### src/design/clmr_pkg.sv
package clmr_pkg;

  // frame classes as seen by the back end
  localparam logic [1:0] CLS_SHORT  = 2'd0;
  localparam logic [1:0] CLS_START  = 2'd1;
  localparam logic [1:0] CLS_MIDDLE = 2'd2;
  localparam logic [1:0] CLS_END    = 2'd3;

  // register indexes on the configuration port
  localparam logic [1:0] REG_SHORT_CODE = 2'd0;
  localparam logic [1:0] REG_START_CODE = 2'd1;
  localparam logic [1:0] REG_END_CODE   = 2'd2;
  localparam logic [1:0] REG_BIG_ENDIAN = 2'd3;

  // number of leading header bytes in a start frame
  localparam logic [3:0] HEADER_BYTES = 4'd4;
  localparam logic [3:0] FRAME_BYTES  = 4'd8;

  typedef struct packed {
    logic [11:0] short_code;
    logic [11:0] start_code;
    logic [11:0] end_code;
    logic        big_endian;
  } cfg_t;

  // one classified frame in the queue
  typedef struct packed {
    logic [1:0]  cls;
    logic [7:0]  addr;
    logic [7:0]  cmd;
    logic [11:0] code;
    logic [3:0]  count;
    logic [15:0] hdr_len;
    logic [15:0] hdr_sum;
    logic [63:0] data;
  } item_t;

endpackage

### src/design/clmr_ram.sv
module clmr_ram #(
  parameter int WIDTH = 8,
  parameter int DEPTH = 256
) (
  input  logic                     clk,
  input  logic                     we,
  input  logic [$clog2(DEPTH)-1:0] waddr,
  input  logic [WIDTH-1:0]         wdata,
  input  logic [$clog2(DEPTH)-1:0] raddr,
  output logic [WIDTH-1:0]         rdata
);

  logic [WIDTH-1:0] mem [DEPTH];

  // single write port, registered read
  always_ff @(posedge clk) begin
    if (we) begin
      mem[waddr] <= wdata;
    end
    rdata <= mem[raddr];
  end

endmodule

### src/design/clmr_front.sv
module clmr_front (
  input  logic                clk,
  input  logic                rst,
  input  clmr_pkg::cfg_t      cfg,
  input  logic                in_valid,
  output logic                in_stall,
  input  logic [7:0]          source_addr,
  input  logic [7:0]          command,
  input  logic [11:0]         type_or_offset,
  input  logic [3:0]          byte_count,
  input  logic [63:0]         frame_bytes,
  output logic                q_valid,
  output clmr_pkg::item_t     q_item,
  input  logic                q_pop
);

  clmr_pkg::item_t entry [2];
  logic            wptr;
  logic            rptr;
  logic [1:0]      fill;

  clmr_pkg::item_t item;
  logic            keep;
  logic            push;
  logic [7:0]      b0, b1, b2, b3;

  // classify the incoming frame
  always_comb begin
    b0 = frame_bytes[7:0];
    b1 = frame_bytes[15:8];
    b2 = frame_bytes[23:16];
    b3 = frame_bytes[31:24];
    item.addr  = source_addr;
    item.cmd   = command;
    item.code  = type_or_offset;
    item.count = (byte_count > clmr_pkg::FRAME_BYTES) ? clmr_pkg::FRAME_BYTES : byte_count;
    item.data  = frame_bytes;
    item.hdr_len = cfg.big_endian ? {b0, b1} : {b1, b0};
    item.hdr_sum = cfg.big_endian ? {b2, b3} : {b3, b2};
    keep     = 1'b1;
    item.cls = clmr_pkg::CLS_SHORT;
    if (type_or_offset == cfg.short_code) begin
      item.cls = clmr_pkg::CLS_SHORT;
    end else if (type_or_offset == cfg.start_code) begin
      item.cls = clmr_pkg::CLS_START;
    end else if (type_or_offset < cfg.short_code) begin
      item.cls = clmr_pkg::CLS_MIDDLE;
    end else if (type_or_offset == cfg.end_code) begin
      item.cls = clmr_pkg::CLS_END;
    end else begin
      keep = 1'b0;
    end
  end

  assign in_stall = (fill == 2'd2);
  assign push     = in_valid && !in_stall && keep;
  assign q_valid  = (fill != 2'd0);
  assign q_item   = entry[rptr];

  // two-entry request queue
  always_ff @(posedge clk) begin
    if (rst) begin
      wptr <= 1'b0;
      rptr <= 1'b0;
      fill <= 2'd0;
    end else begin
      if (push) begin
        wptr <= ~wptr;
      end
      if (q_pop) begin
        rptr <= ~rptr;
      end
      fill <= fill + {1'b0, push} - {1'b0, q_pop};
    end
    if (push) begin
      entry[wptr] <= item;
    end
  end

endmodule

### src/design/clmr_back.sv
module clmr_back #(
  parameter int MAX_MSG_BYTES = 256
) (
  input  logic            clk,
  input  logic            rst,
  input  logic            q_valid,
  input  clmr_pkg::item_t q_item,
  output logic            q_pop,
  output logic            out_valid,
  input  logic            out_stall,
  output logic            kind,
  output logic [7:0]      out_addr,
  output logic [7:0]      out_command,
  output logic [8:0]      total_length,
  output logic [4:0]      chunk_number,
  output logic [63:0]     chunk_data,
  output logic [3:0]      chunk_valid,
  output logic            last
);

  localparam int AW = $clog2(MAX_MSG_BYTES);
  localparam int LW = $clog2(MAX_MSG_BYTES + 1);

  localparam logic [2:0] S_IDLE  = 3'd0;
  localparam logic [2:0] S_WRITE = 3'd1;
  localparam logic [2:0] S_CHECK = 3'd2;
  localparam logic [2:0] S_READ  = 3'd3;
  localparam logic [2:0] S_OUTW  = 3'd4;

  logic [2:0]  state;

  // session
  logic          sess_open;
  logic [7:0]    sess_cmd;
  logic [7:0]    sess_addr;
  logic [LW-1:0] dlen;
  logic [15:0]   esum;
  logic [15:0]   rsum;
  logic [LW-1:0] brx;

  // current frame
  logic [63:0]   cur_data;
  logic          cur_end;
  logic [3:0]    widx;
  logic [3:0]    wend;

  // delivery
  logic [LW-1:0] rbase;
  logic [4:0]    kcnt;
  logic [3:0]    jcnt;
  logic          pend;
  logic [3:0]    pend_j;
  logic [63:0]   word;

  logic          ram_we;
  logic [AW-1:0] ram_waddr;
  logic [7:0]    ram_wdata;
  logic [AW-1:0] ram_raddr;
  logic [7:0]    ram_rdata;

  logic          take;
  logic          bad_mid;
  logic          bad_end;
  logic          bad_start;
  logic [7:0]    wbyte;
  logic [LW-1:0] remain;
  logic [3:0]    vcnt;
  logic [63:0]   short_mask;

  assign take  = out_valid && !out_stall;
  assign q_pop = (state == S_IDLE) && q_valid && !out_valid;

  // session checks on the queue head
  always_comb begin
    bad_start = (q_item.count < clmr_pkg::HEADER_BYTES) ||
                (q_item.hdr_len > 16'(MAX_MSG_BYTES));
    bad_mid = !sess_open || (q_item.cmd != sess_cmd) || (q_item.addr != sess_addr) ||
              (16'(q_item.code) + 16'(q_item.count) > 16'(dlen)) ||
              (16'(q_item.code) != 16'(brx));
    bad_end = !sess_open || (q_item.cmd != sess_cmd) || (q_item.addr != sess_addr) ||
              (16'(brx) + 16'(q_item.count) != 16'(dlen));
    short_mask = (q_item.count >= clmr_pkg::FRAME_BYTES) ? '1 :
                 ((64'd1 << {q_item.count, 3'b000}) - 64'd1);
  end

  // byte stream and chunk sizing
  always_comb begin
    wbyte     = 8'(cur_data >> {widx, 3'b000});
    remain    = dlen - rbase;
    vcnt      = (remain >= LW'(8)) ? clmr_pkg::FRAME_BYTES : 4'(remain);
    ram_we    = (state == S_WRITE) && (widx != wend);
    ram_waddr = AW'(brx);
    ram_wdata = wbyte;
    ram_raddr = AW'(rbase + LW'(jcnt));
  end

  clmr_ram #(.WIDTH(8), .DEPTH(MAX_MSG_BYTES)) u_store (
    .clk   (clk),
    .we    (ram_we),
    .waddr (ram_waddr),
    .wdata (ram_wdata),
    .raddr (ram_raddr),
    .rdata (ram_rdata)
  );

  // sequencer
  always_ff @(posedge clk) begin
    if (rst) begin
      state     <= S_IDLE;
      sess_open <= 1'b0;
      out_valid <= 1'b0;
      pend      <= 1'b0;
    end else begin
      if (take) begin
        out_valid <= 1'b0;
      end
      unique case (state)
        S_IDLE: begin
          if (q_pop) begin
            cur_data <= q_item.data;
            cur_end  <= 1'b0;
            unique case (q_item.cls)
              clmr_pkg::CLS_SHORT: begin
                out_valid    <= 1'b1;
                kind         <= 1'b0;
                out_addr     <= q_item.addr;
                out_command  <= q_item.cmd;
                total_length <= 9'(q_item.count);
                chunk_number <= 5'd0;
                chunk_data   <= q_item.data & short_mask;
                chunk_valid  <= q_item.count;
                last         <= 1'b1;
              end
              clmr_pkg::CLS_START: begin
                if (bad_start) begin
                  sess_open <= 1'b0;
                end else begin
                  sess_open <= 1'b1;
                  sess_cmd  <= q_item.cmd;
                  sess_addr <= q_item.addr;
                  dlen      <= LW'(q_item.hdr_len);
                  esum      <= q_item.hdr_sum;
                  rsum      <= 16'd0;
                  brx       <= '0;
                  widx      <= clmr_pkg::HEADER_BYTES;
                  wend      <= q_item.count;
                  state     <= S_WRITE;
                end
              end
              clmr_pkg::CLS_MIDDLE: begin
                if (bad_mid) begin
                  sess_open <= 1'b0;
                end else begin
                  widx  <= 4'd0;
                  wend  <= q_item.count;
                  state <= S_WRITE;
                end
              end
              default: begin
                if (bad_end) begin
                  sess_open <= 1'b0;
                end else begin
                  cur_end <= 1'b1;
                  widx    <= 4'd0;
                  wend    <= q_item.count;
                  state   <= S_WRITE;
                end
              end
            endcase
          end
        end
        S_WRITE: begin
          if (widx == wend) begin
            state <= cur_end ? S_CHECK : S_IDLE;
          end else begin
            rsum <= rsum + (16'(wbyte) ^ 16'(brx));
            brx  <= brx + LW'(1);
            widx <= widx + 4'd1;
          end
        end
        S_CHECK: begin
          sess_open <= 1'b0;
          rbase     <= '0;
          kcnt      <= 5'd0;
          jcnt      <= 4'd0;
          word      <= 64'd0;
          pend      <= 1'b0;
          state     <= (rsum == esum) ? S_READ : S_IDLE;
        end
        S_READ: begin
          if (jcnt < vcnt) begin
            jcnt   <= jcnt + 4'd1;
            pend   <= 1'b1;
            pend_j <= jcnt;
          end else begin
            pend <= 1'b0;
          end
          if (pend) begin
            word <= word | (64'(ram_rdata) << {pend_j, 3'b000});
          end
          if ((jcnt == vcnt) && !pend) begin
            out_valid    <= 1'b1;
            kind         <= 1'b1;
            out_addr     <= sess_addr;
            out_command  <= sess_cmd;
            total_length <= 9'(dlen);
            chunk_number <= kcnt;
            chunk_data   <= word;
            chunk_valid  <= vcnt;
            last         <= (remain <= LW'(8));
            state        <= S_OUTW;
          end
        end
        S_OUTW: begin
          if (!out_valid) begin
            if (last) begin
              state <= S_IDLE;
            end else begin
              rbase <= rbase + LW'(8);
              kcnt  <= kcnt + 5'd1;
              jcnt  <= 4'd0;
              word  <= 64'd0;
              state <= S_READ;
            end
          end
        end
        default: begin
          state <= S_IDLE;
        end
      endcase
    end
  end

endmodule

### src/design/can_long_message_reassembler.sv
// Reassembles long CAN messages from start, middle and end frames and passes
// short frames straight through. A small front end takes one frame per cycle
// into a two-entry queue (in_stall rises when it is full); unknown codes are
// taken and dropped there. The back end handles one frame at a time and
// writes the payload bytes of a start, middle or end frame into the message
// store one at a time, since it has a single byte-wide write port. A good
// message is then read back one byte per cycle through the store's read
// port, pausing after each chunk of up to 8 bytes while out_stall holds it.
// The store itself needs no clearing after reset.
module can_long_message_reassembler #(
  parameter int MAX_MSG_BYTES = 256
) (
  input  logic        clk,
  input  logic        rst,
  input  logic        cfg_we,
  input  logic [1:0]  cfg_index,
  input  logic [11:0] cfg_data,
  input  logic        in_valid,
  output logic        in_stall,
  input  logic [7:0]  source_addr,
  input  logic [7:0]  command,
  input  logic [11:0] type_or_offset,
  input  logic [3:0]  byte_count,
  input  logic [63:0] frame_bytes,
  output logic        out_valid,
  input  logic        out_stall,
  output logic        kind,
  output logic [7:0]  out_addr,
  output logic [7:0]  out_command,
  output logic [8:0]  total_length,
  output logic [4:0]  chunk_number,
  output logic [63:0] chunk_data,
  output logic [3:0]  chunk_valid,
  output logic        last
);

  clmr_pkg::cfg_t  cfg;
  logic            q_valid;
  clmr_pkg::item_t q_item;
  logic            q_pop;

  // configuration registers
  always_ff @(posedge clk) begin
    if (rst) begin
      cfg.short_code <= 12'd4093;
      cfg.start_code <= 12'd4094;
      cfg.end_code   <= 12'd4095;
      cfg.big_endian <= 1'b1;
    end else if (cfg_we) begin
      case (cfg_index)
        clmr_pkg::REG_SHORT_CODE: cfg.short_code <= cfg_data;
        clmr_pkg::REG_START_CODE: cfg.start_code <= cfg_data;
        clmr_pkg::REG_END_CODE:   cfg.end_code   <= cfg_data;
        default:                  cfg.big_endian <= cfg_data[0];
      endcase
    end
  end

  clmr_front u_front (
    .clk            (clk),
    .rst            (rst),
    .cfg            (cfg),
    .in_valid       (in_valid),
    .in_stall       (in_stall),
    .source_addr    (source_addr),
    .command        (command),
    .type_or_offset (type_or_offset),
    .byte_count     (byte_count),
    .frame_bytes    (frame_bytes),
    .q_valid        (q_valid),
    .q_item         (q_item),
    .q_pop          (q_pop)
  );

  clmr_back #(.MAX_MSG_BYTES(MAX_MSG_BYTES)) u_back (
    .clk          (clk),
    .rst          (rst),
    .q_valid      (q_valid),
    .q_item       (q_item),
    .q_pop        (q_pop),
    .out_valid    (out_valid),
    .out_stall    (out_stall),
    .kind         (kind),
    .out_addr     (out_addr),
    .out_command  (out_command),
    .total_length (total_length),
    .chunk_number (chunk_number),
    .chunk_data   (chunk_data),
    .chunk_valid  (chunk_valid),
    .last         (last)
  );

endmodule
### config.mk
export PLATFORM = sky130hd
export DESIGN_NAME = can_long_message_reassembler
export DESIGN_NICKNAME = d
export VERILOG_FILES = /design/src/design/clmr_pkg.sv /design/src/design/clmr_ram.sv /design/src/design/clmr_front.sv /design/src/design/clmr_back.sv /design/src/design/can_long_message_reassembler.sv
export SDC_FILE = /design/constraint.sdc
export NUM_CORES = 2
export LEC_CHECK = 0
export BUFFER_PORTS_ARGS = -buffer_cell sky130_fd_sc_hd__buf_2
export CORE_MARGIN = 4
export CORE_UTILIZATION = 42
export DETAILED_ROUTE_END_ITERATION = 12
export GPL_TIMING_DRIVEN = 0
export PLACE_DENSITY_LB_ADDON = 0.2
export SKIP_CTS_REPAIR_TIMING = 1
export SLEW_MARGIN = 20
export SYNTH_ARGS = -nofsm -noshare
export SYNTH_HDL_FRONTEND = slang
export SYNTH_SLANG_ARGS = --single-unit
### constraint.sdc
create_clock -name clk -period 13.4 [get_ports clk]
set_clock_uncertainty 0.2 [all_clocks]
set_input_delay 2.68 -clock clk [delete_from_list [all_inputs] [get_ports clk]]
set_output_delay 2.68 -clock clk [all_outputs]
set_load 0.05 [all_outputs]
==> metrics.yaml <==
die_h_um: 511.6
path_clk_slew_ns: 0.06
yosysWarnings: 0
root_buffer: "clkbuf_16"
antenna_found_initial: 22
worst_slew_pin_slew_ns: 1.169
ys_async_sr_fraction_pct: 0
power.density_nw_per_um2: 164.7
critPathTopFamily: "compound AO/OA/AOI/OAI gates"
cp_max_fo: 12
grt_pass1_vias: 55390
area_growth_pct: 16.19
yosys.area_share.xor_xnor_pct: 1.077
wire_per_inst_um: 30.59
synth_compound_area_share_pct: 1.847
startpoint_type: "flop"
cts-htree-levels: 5
critPathBufInv: 5
cap_viol_max_count: 0
synth.most_common_cell: "edfxtp_1"
seq_area_frac_synth_pct: 75.18
muxShareOfSynthArea_pct: 15.86
synth_top_area_share_pct: 74.13
synth_edf_count: 2630
finalNonFillerCells: 9533
period_needed_ns: 6.028
clock-sinks: 2686
arrival_ns: 6.44
synthAdderAreaFrac_pct: 0.8080
r2r_end: "u_back.widx[1]$_SDFFCE_PN0P_"
synth-seq-cells: 2686
synth_simple_gate_area_share_pct: 3.786
overflow: 0
dieArea_um2: 261800
clkLatencyLatePin_ns: 0.97
dp_hpwl_um: 204700
rsz0062_at_grt: "no"
rrSetupSlack_ns: 7.37
chipWidth_um: 511.6
drc: 2
reg2regPathDepth: 21
ant_nets: 0
dr.pass1.iters: 10
syn_avg_cell_area_um2: 20.01
dpl.cell_count: 9014
syn-cell-area_um2: 106500
synthDistinctLibCells: 73
cpPeakStageDelay_ns: 0.57
io_buffers: 216
cts_tree: "yes"
synth_area_leaders: "edfxtp_1 (74%), mux4_2 (14%), nor2_1 (1.3%)"
grtUsageTotal_pct: 22.01
leakagePower_nw: 39.67
hp-class: "flop to flop"
syn-num-nets: 5507
synthCells: 5325
yosys_most_used_dff: "edfxtp_1"
irDropWorstVdd_uv: 139.3
end_kind: "flop"
via_per_inst: 5.783
drt_iter0_drc: 6421
status: "finished, violations left"
fin_crit_sh_pct: 44.98
cts_buffers: 298
yosysTopAreaCell: "edfxtp_1"
crit_type: "flop to flop"
path_cells: "buf_6 > buf_12 > buf_4 > buf_2 > mux2_2 > clkbuf_1 > ha_1 > o21ai_0 > o21bai_1 > nand4_1 > xnor2_1 > nor2_1 > a21oi_1 > ha_1 > nand4_1 > a21oi_1 > o21ai_0 > o2bb2ai_1 > nand3_1 > a211oi_2 > a21o_1"
hold_path_end: "cfg[13]$_SDFFE_PP0P_"
max_freq_mhz: 165.9
synth_top_family_by_area: "multiplexers"
slew_viol_final: 0
cp_slowest_cell: "a211oi_2"
whs_path_depth: 2
fin_area_um2: 123800
synth_common_cells: "edfxtp_1 (2630), mux4_2 (656), nor2_1 (364)"
fin_nets: 6149
fillers: 20610
grt_max_degree: 46
vias: 55130
num_rows: 184
clk_path_buf_depth: 4
coreArea_um2: 251900
ios: 217
violations: "DRC"
dpl_cell_area_um2: 114700
grt_first_pass_wirelength_um: 413900
cp.required_ns: 13.82
setup_viol: 0
hold_violations: 0
slew-limit-headroom_pct: 22.04
start_util_pct: 42.30
hold_path.startpoint: "cfg[13]$_SDFFE_PP0P_"
layout-drive-gt1-share_pct: 26.66
routabilityCongestion: 0.8684
routed_wl_um: 291600
-- registers in the layout, indices dropped and copies added, names as in the netlist, 6 cells and up, named ones only --
register and flops:
u_back.out_command 8, u_back.rsum 16, u_back.total_length 9, u_back.esum 16
u_back.out_addr 8, u_back.u_store.mem 2048, u_back.chunk_data 64, u_back.sess_addr 8
cfg 37, u_back.cur_data 64, u_front.entry 260, u_back.brx 9
u_back.rbase 6, u_back.sess_cmd 8, u_back.word 64, u_back.u_store.rdata 8
u_back.dlen 9
-- tightest hold or removal path, delay by kind of cell (launching register included) --
kind,cells,cell delay (ns)
flip-flops,1,0.32
AO/OA/AOI/OAI,1,0.05
AND/OR/NAND/NOR,1,0.06
-- worst max path at each step --
| stage | from | to | depth (start not counted) |
|---|---|---|---|
| 6_report | flop | u_back.widx[1]$_SDFFCE_PN0P_ | 21 |
| 2_1_floorplan | type_or_offset[1] | u_front.entry[0][0]$_DFFE_PP_ | 8 |
| 3_5_place_dp | type_or_offset[1] | u_front.entry[1][34]$_DFFE_PP_ | 12 |
| 5_1_grt | flop | u_back.widx[1]$_SDFFCE_PN0P_ | 23 |
| 3_3_place_gp | u_back.widx[1]$_SDFFCE_PN0P_ | u_back.rsum[14]$_SDFFCE_PN0P_ | 14 |
| 4_1_cts | flop | u_back.widx[1]$_SDFFCE_PN0P_ | 21 |
-- cell families after synthesis --
logic type,Yosys count
mux,851
compound gates,285
fa+ha+maj,67
xor+xnor,131
buf+inv,375
flops,2686
simple gates,930
-- per-stage QoR --
step	hold WS [ns]	TNS, ns	utilization, %	total power (W)	setup WS (ns)
after floorplan	0.2458	0	-	0.01176	2.824
after global placement	0.2621	-8941.81	44.39	0.01291	-5.742
after detailed placement	0.2640	0	45.56	0.01289	7.220
after CTS	0.2728	0	49.12	0.02053	7.445
after global routing	0.2897	0	49.14	0.02106	7.074
final	0.2756	0	49.15	0.02038	7.372
-- where the power goes --
part,internal [W],switching (W)
clock network,0.00446,0.00323
registers,0.0101,0.0000821
logic,0.000823,0.00168
-- placed cells by master (no fill, tap or decap), types with 56 or more instances in the layout --
| master | Yosys | final |
|---|---|---|
| inv_1 | 90 | 90 |
| mux4_2 | 656 | 656 |
| mux2_2 | 120 | 120 |
| a21oi_1 | 66 | 66 |
| buf_12 | 1 | 58 |
| dfxtp_1 | 56 | 56 |
| buf_2 | 66 | 287 |
| a22o_1 | 58 | 58 |
| clkbuf_1 | 168 | 198 |
| ha_1 | 64 | 64 |
| mux2i_1 | 69 | 68 |
| clkinv_1 | 1 | 73 |
| clkbuf_16 | 0 | 302 |
| nand3_1 | 94 | 94 |
| xnor2_1 | 88 | 87 |
| edfxtp_1 | 2630 | 2630 |
| nand2_1 | 301 | 301 |
| nor2_1 | 364 | 351 |
-- area by class of cell --
cell class	count	area (µm²)	area share [%]
Sequential cell	2686	80100	64.71
Multi-Input combinational cell	2264	25130	20.30
Clock buffer	357	7814	6.313
Tap cell	3348	4189	3.384
Timing Repair Buffer	342	3790	3.062
Buffer	283	1214	0.9805
Clock inverter	146	1166	0.9421
Inverter	92	345.3	0.2790
Antenna cell	15	37.54	0.03032
-- metal layers --
metal	part of all wire (%)	GRT usage (%)	routed length [µm]	vias to the layer above
met5	0.028	0	81	-
met4	2.7	5.985	7853	12
met3	7.5	4.049	21960	433
met2	48	35.24	139700	2313
met1	42	31.23	122000	29480
li1	-	-	-	22900
Note: power is estimated with default switching activity, not from simulation.
